### src/rtl/tfbs_pkg.sv
// ----------------------------------------------------------------------------
// tfbs_pkg: shared types and constants for the typed field byte serializer
// Field type codes, the encoded byte frame, and the coordinate widths of
// the packed position.
// ----------------------------------------------------------------------------
package tfbs_pkg;

  localparam int unsigned MaxBytes   = 10;  // longest run: a 64-bit varint
  localparam int unsigned CntW       = 4;   // holds 0..MaxBytes
  localparam int unsigned PosXzW     = 26;
  localparam int unsigned PosYW      = 12;
  localparam int unsigned LebBits    = 7;   // payload bits per varint byte

  typedef enum logic [2:0] {
    ACT_BOOL     = 3'd0,
    ACT_BYTE     = 3'd1,
    ACT_SHORT    = 3'd2,
    ACT_INT      = 3'd3,
    ACT_LONG     = 3'd4,
    ACT_VARINT   = 3'd5,
    ACT_VARLONG  = 3'd6,
    ACT_POSITION = 3'd7
  } action_t;

  // Encoded run: data[0] goes out first, cnt bytes are meaningful.
  typedef struct packed {
    logic [MaxBytes-1:0][7:0] data;
    logic [CntW-1:0]          cnt;
  } frame_t;

endpackage

### src/rtl/tfbs_if.sv
// ----------------------------------------------------------------------------
// tfbs_if: valid/ready channels of the typed field byte serializer
// tfbs_field_if carries one typed field, tfbs_byte_if one wire byte.
// ----------------------------------------------------------------------------
interface tfbs_field_if;
  logic               valid;
  logic               ready;
  logic [2:0]         action;
  logic [63:0]        value;
  logic signed [25:0] pos_x;
  logic signed [11:0] pos_y;
  logic signed [25:0] pos_z;

  modport source (output valid, action, value, pos_x, pos_y, pos_z, input ready);
  modport sink   (input valid, action, value, pos_x, pos_y, pos_z, output ready);
endinterface

interface tfbs_byte_if;
  logic       valid;
  logic       ready;
  logic [7:0] out_byte;
  logic       last;

  modport source (output valid, out_byte, last, input ready);
  modport sink   (input valid, out_byte, last, output ready);
endinterface

### src/rtl/tfbs_encode.sv
// ----------------------------------------------------------------------------
// tfbs_encode: field to byte frame
// Builds the whole wire run of one field (big-endian, LEB128 or packed
// position) in a single pass of combinational logic.
// ----------------------------------------------------------------------------
module tfbs_encode import tfbs_pkg::*; (
  input  logic [2:0]         action,
  input  logic [63:0]        value,
  input  logic signed [25:0] pos_x,
  input  logic signed [11:0] pos_y,
  input  logic signed [25:0] pos_z,
  output frame_t             frame
);

  logic [63:0]                        leb_src;
  logic [MaxBytes-1:0][LebBits-1:0]   grp;
  logic [CntW-1:0]                    top;
  logic [63:0]                        pos_word;

  // Raw coordinate bits, so sign bits never reach a neighbor.
  assign pos_word = {pos_x, pos_y, pos_z};

  // Varint keeps only the low 32 bits, taken as unsigned.
  assign leb_src = (action_t'(action) == ACT_VARINT) ? {32'd0, value[31:0]} : value;

  always_comb begin
    for (int i = 0; i < MaxBytes - 1; i++) begin
      grp[i] = leb_src[LebBits*i +: LebBits];
    end
    grp[MaxBytes-1] = {{(LebBits-1){1'b0}}, leb_src[63]};
  end

  // Highest nonzero 7-bit group; zero gives a single byte.
  always_comb begin
    top = '0;
    for (int i = 1; i < MaxBytes; i++) begin
      if (grp[i] != '0) begin
        top = CntW'(i);
      end
    end
  end

  always_comb begin
    frame = '0;
    case (action_t'(action))
      ACT_BOOL: begin
        frame.data[0] = {7'd0, value[0]};
        frame.cnt     = CntW'(1);
      end
      ACT_BYTE: begin
        frame.data[0] = value[7:0];
        frame.cnt     = CntW'(1);
      end
      ACT_SHORT: begin
        frame.data[0] = value[15:8];
        frame.data[1] = value[7:0];
        frame.cnt     = CntW'(2);
      end
      ACT_INT: begin
        for (int i = 0; i < 4; i++) begin
          frame.data[i] = value[8*(3-i) +: 8];
        end
        frame.cnt = CntW'(4);
      end
      ACT_LONG: begin
        for (int i = 0; i < 8; i++) begin
          frame.data[i] = value[8*(7-i) +: 8];
        end
        frame.cnt = CntW'(8);
      end
      ACT_VARINT, ACT_VARLONG: begin
        for (int i = 0; i < MaxBytes; i++) begin
          frame.data[i] = {(CntW'(i) < top), grp[i]};
        end
        frame.cnt = top + CntW'(1);
      end
      ACT_POSITION: begin
        for (int i = 0; i < 8; i++) begin
          frame.data[i] = pos_word[8*(7-i) +: 8];
        end
        frame.cnt = CntW'(8);
      end
      default: begin
        frame = '0;
      end
    endcase
  end

endmodule

### src/rtl/tfbs_emit.sv
// ----------------------------------------------------------------------------
// tfbs_emit: frame register and byte output register
// Holds one encoded frame and shifts it out a byte per cycle while dst is not
// held; a new frame loads in the cycle its predecessor's last byte moves to the output.
// ----------------------------------------------------------------------------
module tfbs_emit import tfbs_pkg::*; (
  input  logic         clk,
  input  logic         rst,
  input  logic         take_valid,
  output logic         take_ready,
  input  frame_t       frame_in,
  tfbs_byte_if.source  dst
);

  frame_t     frame_q;
  logic       frame_valid;
  logic [7:0] out_byte;
  logic       out_last;
  logic       out_valid;
  logic       load;
  logic       fin;

  assign load       = frame_valid && (!out_valid || dst.ready);
  assign fin        = load && (frame_q.cnt == CntW'(1));
  assign take_ready = !frame_valid || fin;

  always_ff @(posedge clk) begin
    if (rst) begin
      frame_valid <= 1'b0;
      out_valid   <= 1'b0;
    end else begin
      if (take_valid && take_ready) begin
        frame_valid <= 1'b1;
      end else if (fin) begin
        frame_valid <= 1'b0;
      end
      if (load) begin
        out_valid <= 1'b1;
      end else if (dst.ready) begin
        out_valid <= 1'b0;
      end
    end
    if (take_valid && take_ready) begin
      frame_q <= frame_in;
    end else if (load) begin
      frame_q.data <= frame_q.data >> 8;
      frame_q.cnt  <= frame_q.cnt - CntW'(1);
    end
    if (load) begin
      out_byte <= frame_q.data[0];
      out_last <= (frame_q.cnt == CntW'(1));
    end
  end

  assign dst.valid    = out_valid;
  assign dst.out_byte = out_byte;
  assign dst.last     = out_last;

endmodule

### src/rtl/typed_field_byte_serializer.sv
// ----------------------------------------------------------------------------
// typed_field_byte_serializer: typed field to wire byte encoder
// Turns bool, byte, short, int, long, varint, varlong and position fields
// into their wire bytes, one byte per output item, last byte flagged.
// ----------------------------------------------------------------------------
//
//   channel    | dir | payload                         | item
//   -----------+-----+---------------------------------+---------------------
//   field_ch   | in  | action, value, pos_x/y/z        | one typed field
//   byte_ch    | out | out_byte, last                  | one wire byte
//
// Throughput: a field with N wire bytes (1..10) goes out as N byte items;
//   the output register streams one byte every cycle while byte_ch is not
//   held, with no gap between fields, so the rate is set by the single byte
//   output port.
// Path: an accepted field enters the frame register, and its first byte then
//   moves to the output register and onto byte_ch.
// Reset: rst (synchronous) empties the frame and output registers.
// Stalls: a held byte_ch stalls the frame; field_ch is ready whenever the
//   frame register is empty or its final byte moves out this cycle.
//
module typed_field_byte_serializer import tfbs_pkg::*; (
  input  logic         clk,
  input  logic         rst,
  tfbs_field_if.sink   field_ch,
  tfbs_byte_if.source  byte_ch
);

  frame_t frame;

  // Whole run of the incoming field, ready at the accept edge.
  tfbs_encode u_encode (
    .action (field_ch.action),
    .value  (field_ch.value),
    .pos_x  (field_ch.pos_x),
    .pos_y  (field_ch.pos_y),
    .pos_z  (field_ch.pos_z),
    .frame  (frame)
  );

  // Frame register plus byte output register.
  tfbs_emit u_emit (
    .clk        (clk),
    .rst        (rst),
    .take_valid (field_ch.valid),
    .take_ready (field_ch.ready),
    .frame_in   (frame),
    .dst        (byte_ch)
  );

endmodule
### src/flat_wrapper.sv
// flat-port wrapper written by rule: the top's interface ports become plain ports
module typed_field_byte_serializer_flat import tfbs_pkg::*;
  (clk, rst, field_ch_valid, field_ch_action, field_ch_value, field_ch_pos_x, field_ch_pos_y, field_ch_pos_z, field_ch_ready, byte_ch_valid, byte_ch_out_byte, byte_ch_last, byte_ch_ready);
  tfbs_field_if field_ch_i ();
  tfbs_byte_if byte_ch_i ();
  input  logic clk;
  input  logic rst;
  input wire logic [$bits(field_ch_i.valid)-1:0] field_ch_valid;
  input wire logic [$bits(field_ch_i.action)-1:0] field_ch_action;
  input wire logic [$bits(field_ch_i.value)-1:0] field_ch_value;
  input wire logic [$bits(field_ch_i.pos_x)-1:0] field_ch_pos_x;
  input wire logic [$bits(field_ch_i.pos_y)-1:0] field_ch_pos_y;
  input wire logic [$bits(field_ch_i.pos_z)-1:0] field_ch_pos_z;
  output wire logic [$bits(field_ch_i.ready)-1:0] field_ch_ready;
  output wire logic [$bits(byte_ch_i.valid)-1:0] byte_ch_valid;
  output wire logic [$bits(byte_ch_i.out_byte)-1:0] byte_ch_out_byte;
  output wire logic [$bits(byte_ch_i.last)-1:0] byte_ch_last;
  input wire logic [$bits(byte_ch_i.ready)-1:0] byte_ch_ready;
  assign field_ch_i.valid = field_ch_valid;
  assign field_ch_i.action = field_ch_action;
  assign field_ch_i.value = field_ch_value;
  assign field_ch_i.pos_x = field_ch_pos_x;
  assign field_ch_i.pos_y = field_ch_pos_y;
  assign field_ch_i.pos_z = field_ch_pos_z;
  assign field_ch_ready = field_ch_i.ready;
  assign byte_ch_valid = byte_ch_i.valid;
  assign byte_ch_out_byte = byte_ch_i.out_byte;
  assign byte_ch_last = byte_ch_i.last;
  assign byte_ch_i.ready = byte_ch_ready;
  typed_field_byte_serializer u_core (.clk(clk), .rst(rst), .field_ch(field_ch_i), .byte_ch(byte_ch_i));
endmodule
### config.mk
export PLATFORM = sky130hd
export DESIGN_NAME = typed_field_byte_serializer_flat
export DESIGN_NICKNAME = d
export VERILOG_FILES = /design/src/rtl/tfbs_pkg.sv /design/src/rtl/tfbs_if.sv /design/src/rtl/tfbs_encode.sv /design/src/rtl/tfbs_emit.sv /design/src/rtl/typed_field_byte_serializer.sv /design/src/flat_wrapper.sv
export SDC_FILE = /design/constraint.sdc
export NUM_CORES = 1
export LEC_CHECK = 0
export ABC_CLOCK_PERIOD_IN_PS = 7200
export BUFFER_PORTS_ARGS = -buffer_cell sky130_fd_sc_hd__buf_2
export CORE_MARGIN = 3
export CORE_UTILIZATION = 53
export CTS_BUF_LIST = sky130_fd_sc_hd__clkbuf_2
export CTS_CLUSTER_DIAMETER = 120
export DETAILED_ROUTE_END_ITERATION = 10
export MAX_ROUTING_LAYER = met4
export PLACE_DENSITY = 0.77
export REMOVE_ABC_BUFFERS = 1
export SYNTH_ARGS = -nofsm -noshare
export SYNTH_HDL_FRONTEND = slang
export SYNTH_SLANG_ARGS = --single-unit
### constraint.sdc
create_clock -name clk -period 7.2 [get_ports clk]
set_clock_uncertainty 0.05 [all_clocks]
set_input_delay 0.72 -clock clk [delete_from_list [all_inputs] [get_ports clk]]
set_output_delay 0.72 -clock clk [all_outputs]
set_load 0.02 [all_outputs]
==> results.toml, run 1 <==
[worst_setup_path]
reg2reg_depth = 7
cp_cell_sequence = "inv_1 > ha_1 > nor3b_4 > a31o_2 > nand2_1 > a221oi_1 > a211o_1"
start_kind = "register"
crit_fanout = 31
worst-setup-path-type = "register to register"
crit_cells = 7
cp-end-kind = "register"
cp.arrival_ns = 3.59
path_buf_inv = 1
worstPathRequired_ns = 7.62
slowest_delay_ns = 0.75
path_delay_family = "compound AO/OA/AOI/OAI gates"
critPathSlowestCell = "nand2_1"

[cts]
cts_resized = 0
cts_tree = "done"
cts-root-buf = "clkbuf_2"
clock_latency_ns = 0.58
numCtsBuffers = 9
hold_buffers = 0
cts.sinks = 89
clk_path_buf_depth = 2
path_clk_slew_ns = 0.26
post_cts_buffers = 0
cts.htree.levels = 3

[die]
dieArea_um2 = 12200
core_area_um2 = 10500
die_w_um = 110
die_h_um = 110
start_util = 0.551
rows = 37
io_pins = 146

[final_layout]
syn_to_final_growth_pct = 14.7
mostFrequentLayoutCell = "buf_2"
final.fill_count = 915
stdcell_count = 848
multiInputGateArea_um2 = 2880
final_cell_mix = "145 x buf_2, 87 x nand2_1, 87 x edfxtp_1, 58 x o21ai_0, 49 x a21oi_1"
seqCellArea_um2 = 2650
diodes = 0
final_util = 0.632
drive_gt1_frac = 0.295
layout.nets = 846
finalInstanceArea_um2 = 6610

[sta]
hold_viol_final = 0
max_freq_mhz = 315
worst_pin_slew_ns = 1.21
rsz0062_at_grt = "false"
period_minus_slack_ns = 3.18
timing.final.max_slew_violations = 0
relSlewSlack = 0.185
post-route-period-util = 0.441
tns_ns = 0
finalSetupViolCount = 0

[detailed_routing]
dr.first_iter.drc_count = 873
final_antenna_net_count = 0
vias = 5599
drc_errors = 0
viasPerCell = 6.60
routedWlPerCell_um = 24.2
firstDrtPassIters = 8
wl_um = 20500

[grt]
grt_pass1_wl_um = 29900
antenna_found_initial = 0
use_met2 = 0.496
grt_max_degree = 89
grt_pass1_vias = 5041
met3_usage = 0.0472
grt-ovfl-total = 0
top_usage_layer = "met1"
grtUsageTotal = 0.348
gr-usage-met1 = 0.511

[flow_run]
drv_cap = 0

[yosys]
synth_xor_area_frac = 0.00456
syn_area_um2 = 5760
yosys.area.top_type = "edfxtp_1"
synth_seq_cells = 89
synth_edf_count = 87
yosysSeqAreaShare = 0.460
yosys-top-cells-area = "edfxtp_1 45%, nand2_1 5.7%, mux2_2 5.3%"
synth_top_family_by_area = "compound AO/OA/AOI/OAI gates"
synth_compound_gate_area_share = 0.225
synth_top_area_share = 0.453
synthCells = 588
synthAdderAreaFrac = 0.00868
synth_cell_type_count = 61
synth.avg_cell_area_um2 = 9.80
ys.flop_type = "edfxtp_1"
yosys_warnings = 0
yosys.area_share.simple = 0.158
async_reset_ff_frac = 0
synthMuxAreaShare = 0.101

[place]
io_buffer_count = 145
place_hpwl_um = 14900
postPlaceCellArea_um2 = 6500
dp_cells = 832
gp_congestion = 0.970

[min_path]
hold_depth = 2
hp-class = "input pin to register"

[power_and_ir_drop]
leakagePower_nw = 2.69
power_density_nw_per_um2 = 203
totalPowerFinal_mw = 1.34
irDropWorstVdd_mv = 0.157

[status]
status = "completed"
Yosys cell counts (3+ instances only):
library cell and n:
nor4_2 5, a222oi_1 13, nor4_1 7, a22oi_1 7, ha_1 4, nor2b_1 4, nand4_1 4, o21ai_0 58
mux2i_1 28, inv_1 9, a211o_1 3, edfxtp_1 87, a21oi_1 49, and2_1 10, a31oi_1 3, buf_2 17
a21o_1 4, clkbuf_1 14, nor3_1 10, mux2_2 27, a22o_1 17, buf_1 5, nand2b_1 5, buf_4 5
nor2_1 48, a221oi_1 18, nand2_1 87
through the flow:
step | hold slack [ns] | worst slack (ns)
2_1_floorplan | 0.350 | 2.43
3_3_place_gp | 0.352 | 3.61
3_5_place_dp | 0.356 | 3.49
4_1_cts | 0.203 | 4.02
5_1_grt | 0.203 | 3.86
6_report | 0.234 | 4.02
registers in the layout, summed over array words and instances, names as in the netlist:
signal	count
u_core.u_emit.frame_q	78
u_core.u_emit.dst.out_byte	8
u_core.u_emit.dst.last	1
u_core.u_emit.dst.valid	1
u_core.u_emit.frame_valid	1
worst paths after layout:
path	start	end	slack (ns)
setup / recovery	u_core.u_emit.frame_q[1]	u_core.u_emit.frame_q[43]	4.02
hold / removal	rst	u_core.u_emit.dst.valid	0.23
setup reg to reg	u_core.u_emit.frame_q[1]	u_core.u_emit.frame_q[43]	4.02
hold reg to reg	u_core.u_emit.frame_q[8]	u_core.u_emit.dst.out_byte[4]	0.40
worst register-to-register path, stage by stage, from the launching register on:
cell and delay (ns):
edfxtp_1 0.44, inv_1 0.09, ha_1 0.14, nor3b_4 0.32, a31o_2 0.45, nand2_1 0.75, a221oi_1 0.67, a211o_1 0.17
power breakdown:
part	switching [mW]	internal [mW]	leakage [nW]
Clock	0.185	0.0798	0.0697
Combinational	0.230	0.131	1.72
Sequential	0.0294	0.689	0.897
layout make-up:
cell class | instances | share of cell area
multi-input combinational | 448 | 0.435
sequential | 89 | 0.401
timing repair buffer | 150 | 0.115
tap | 136 | 0.0257
clock inverter | 7 | 0.0104
clock buffer | 9 | 0.00681
inverter | 9 | 0.00511
per-layer routing:
layer  part of all wire  wire (um)  up-vias
li1                   -          -     2486
met1               0.40       8250     2645
met2               0.45       9200      411
met3               0.12       2430       57
met4              0.031        639        0
met5                  0          0        -
kinds of logic (layout without fill, tap and decap cells):
kind of cell | count (synthesis) | after routing
compound gates | 193 | 193
xor+xnor | 3 | 3
fa+ha+maj | 4 | 4
buf+inv | 51 | 175
flops | 89 | 89
mux | 55 | 55
other cells | 1 | 1
simple gates | 192 | 192
(Power assumes the default switching activity.)
==> inputs of run 2 (changes only) <==
--- a/config.mk
+++ b/config.mk
@@ -5,7 +5,8 @@
 export SDC_FILE = /design/constraint.sdc
 export NUM_CORES = 1
 export LEC_CHECK = 0
-export ABC_CLOCK_PERIOD_IN_PS = 7200
+export ABC_AREA = 1
+export ABC_CLOCK_PERIOD_IN_PS = 3200
 export BUFFER_PORTS_ARGS = -buffer_cell sky130_fd_sc_hd__buf_2
 export CORE_MARGIN = 3
 export CORE_UTILIZATION = 53
==> constraint.sdc (replaced) <==
create_clock -name clk -period 3.2 [get_ports clk]
set_clock_uncertainty 0.05 [all_clocks]
set_input_delay 0.32 -clock clk [delete_from_list [all_inputs] [get_ports clk]]
set_output_delay 0.32 -clock clk [all_outputs]
set_load 0.02 [all_outputs]
==> results.toml, run 2 <==
[sta]
period_minus_slack_ns = 2.20
tns_ns = 0
hold_viol_final = 0
max_freq_mhz = 454
relSlewSlack = 0.430
worst_pin_slew_ns = 0.854
timing.hold.ws_ns = 0.0155
timing.final.max_slew_violations = 0
finalSetupViolCount = 0
rsz0062_at_grt = "false"
post-route-period-util = 0.688

[detailed_routing]
routedWlPerCell_um = 20.7
drc_errors = 0
final_antenna_net_count = 0
dr.first_iter.drc_count = 712
viasPerCell = 6.06
wl_um = 19600
firstDrtPassIters = 5
vias = 5722

[worst_setup_path]
critPathLaunch = "field_ch_action[1]"
worstReg2RegStart = "u_core.u_emit.frame_q[1]"
start_kind = "input pin"
ff2ff_setup_slack_ns = 1.01
worstPathRequired_ns = 3.64
cp.arrival_ns = 2.64
crit_fanout = 30
worst-setup-path-type = "input pin to register"
cp-end-kind = "register"
reg2reg_depth = 9

[min_path]
hp-start = "field_ch_pos_z[20]"
hp-class = "input pin to register"
hold_depth = 3

[yosys]
syn_area_um2 = 5500
synthMostInstantiatedCell = "nand2_1"
synth_seq_cells = 89
async_reset_ff_frac = 0
synth.avg_cell_area_um2 = 8.16
yosys-top-cells-area = "edfxtp_1 47%, nand2_1 15%, o21ai_0 6.8%"
yosys.area.top_type = "edfxtp_1"
ys.flop_type = "edfxtp_1"
yosysSeqAreaShare = 0.482
synth_edf_count = 87
synthCells = 674
synth_common_cells = "220 x nand2_1, 87 x edfxtp_1, 75 x o21ai_0"
yosys_warnings = 0
synth_top_area_share = 0.475
synth_cell_type_count = 35

[final_layout]
final_util = 0.650
largest_register = "u_core.u_emit.frame_q"
layout.nets = 945
final.fill_count = 910
mostFrequentLayoutCell = "nand2_1"
largest_registers = "u_core.u_emit.frame_q (78), u_core.u_emit.dst.out_byte (8)"
final_cell_mix = "218 x nand2_1, 145 x buf_2, 87 x edfxtp_1, 75 x o21ai_0, 45 x inv_1"
largest_reg_flops = 78
diodes = 0
seqCellArea_um2 = 2650
syn_to_final_growth_pct = 17.6
multiInputGateArea_um2 = 2470
drive_gt1_frac = 0.240

[power_and_ir_drop]
power_density_nw_per_um2 = 448
leakagePower_nw = 2.85
irDropWorstVdd_mv = 0.276

[grt]
grt_pass1_wl_um = 29300
grtUsageTotal = 0.345
grt_max_degree = 69
antenna_found_initial = 0
grt-ovfl-total = 0
grt_pass1_vias = 5291

[die]
die_w_um = 108
dieArea_um2 = 11600
rows = 36
io_pins = 146
core_area_um2 = 9950
die_h_um = 108
start_util = 0.553

[cts]
cts.sinks = 89
path_clk_slew_ns = 0.27
clock_latency_ns = 0.62
cts.htree.levels = 3
cts_tree = "done"
cts-root-buf = "clkbuf_2"
clk_path_buf_depth = 2
numCtsBuffers = 9

[status]
status = "completed"

[place]
io_buffer_count = 145
place_hpwl_um = 14400
gp_congestion = 1.02

[flow_run]
drv_cap = 0
[run 2: cell families (layout without fill, tap and decap cells)]
group / count (synthesis) / after routing / share of synthesized area
simple gates: 288 / 288 / 0.215
compound gates: 201 / 201 / 0.221
buf+inv: 90 / 227 / 0.0707
flops: 89 / 89 / 0.482
fa+ha+maj: 4 / 4 / 0.00910
other cells: 1 / 1 / 0.000682
xor+xnor: 1 / 1 / 0.00159
[run 2: area by class of cell]
cell class,instances,share of cell area
clock buffer,9,0.00696
sequential,89,0.410
tap,133,0.0257
clock inverter,7,0.00832
timing repair buffer,162,0.139
multi-input combinational,495,0.382
inverter,49,0.0284
[run 2: routing by layer]
layer	share of wire	global-route usage	wire, um	vias to the layer above
li1	-	-	-	2615
met1	0.40	0.477	7760	2645
met2	0.45	0.508	8770	405
met5	0	-	0	-
met4	0.035	0.134	694	0
met3	0.12	0.0594	2360	57
[run 2: per-stage QoR]
stage / area [um^2] / setup WS [ns] / power (mW) / instances
after CTS: 6470 / 1.01 / 2.88 / 944
after global placement: 6340 / 0.514 / 2.35 / 925
after detailed placement: 6340 / 0.433 / 2.37 / 925
after floorplan: 5300 / -2.38 / 2.04 / 633
after global routing: 6470 / 0.821 / 3.02 / 944
final: 6470 / 0.999 / 2.90 / 944
[run 2: power by group]
part	switching (mW)	internal [mW]	total [mW]	leakage, nW
Clock	0.432	0.108	0.540	0.0565
Sequential	0.0593	1.55	1.61	0.894
Combinational	0.489	0.255	0.744	1.90
Total	0.980	1.92	2.90	2.85
[run 2: path summary, 6_finish.rpt]
path / to
setup / recovery: u_core.u_emit.frame_q[43]
hold / removal: u_core.u_emit.frame_q[48]
hold reg to reg: u_core.u_emit.dst.out_byte[0]
setup reg to reg: u_core.u_emit.frame_q[47]
[run 2: worst max-delay path, cell delays in order]
cell,delay (ns)
buf_2,0.13
inv_1,0.09
nand3_4,0.31
buf_4,0.32
nand2_1,0.11
nand2_1,0.10
nor2_4,0.13
nand2_1,0.06
nand2_1,0.05
nand2_1,0.05
nand2_1,0.05
nand2_1,0.04
nand2_1,0.13
inv_1,0.07
ha_1,0.19
nor3_1,0.26
o21ai_0,0.13
nand2_1,0.08
[run 2: repair_timing]
action                     4_1_cts  5_1_grt
hold buffers                     3        0
hold endpoints to repair         3        0
resized for setup                0        0
buffers inserted                 0        0
setup endpoints to repair        0        0
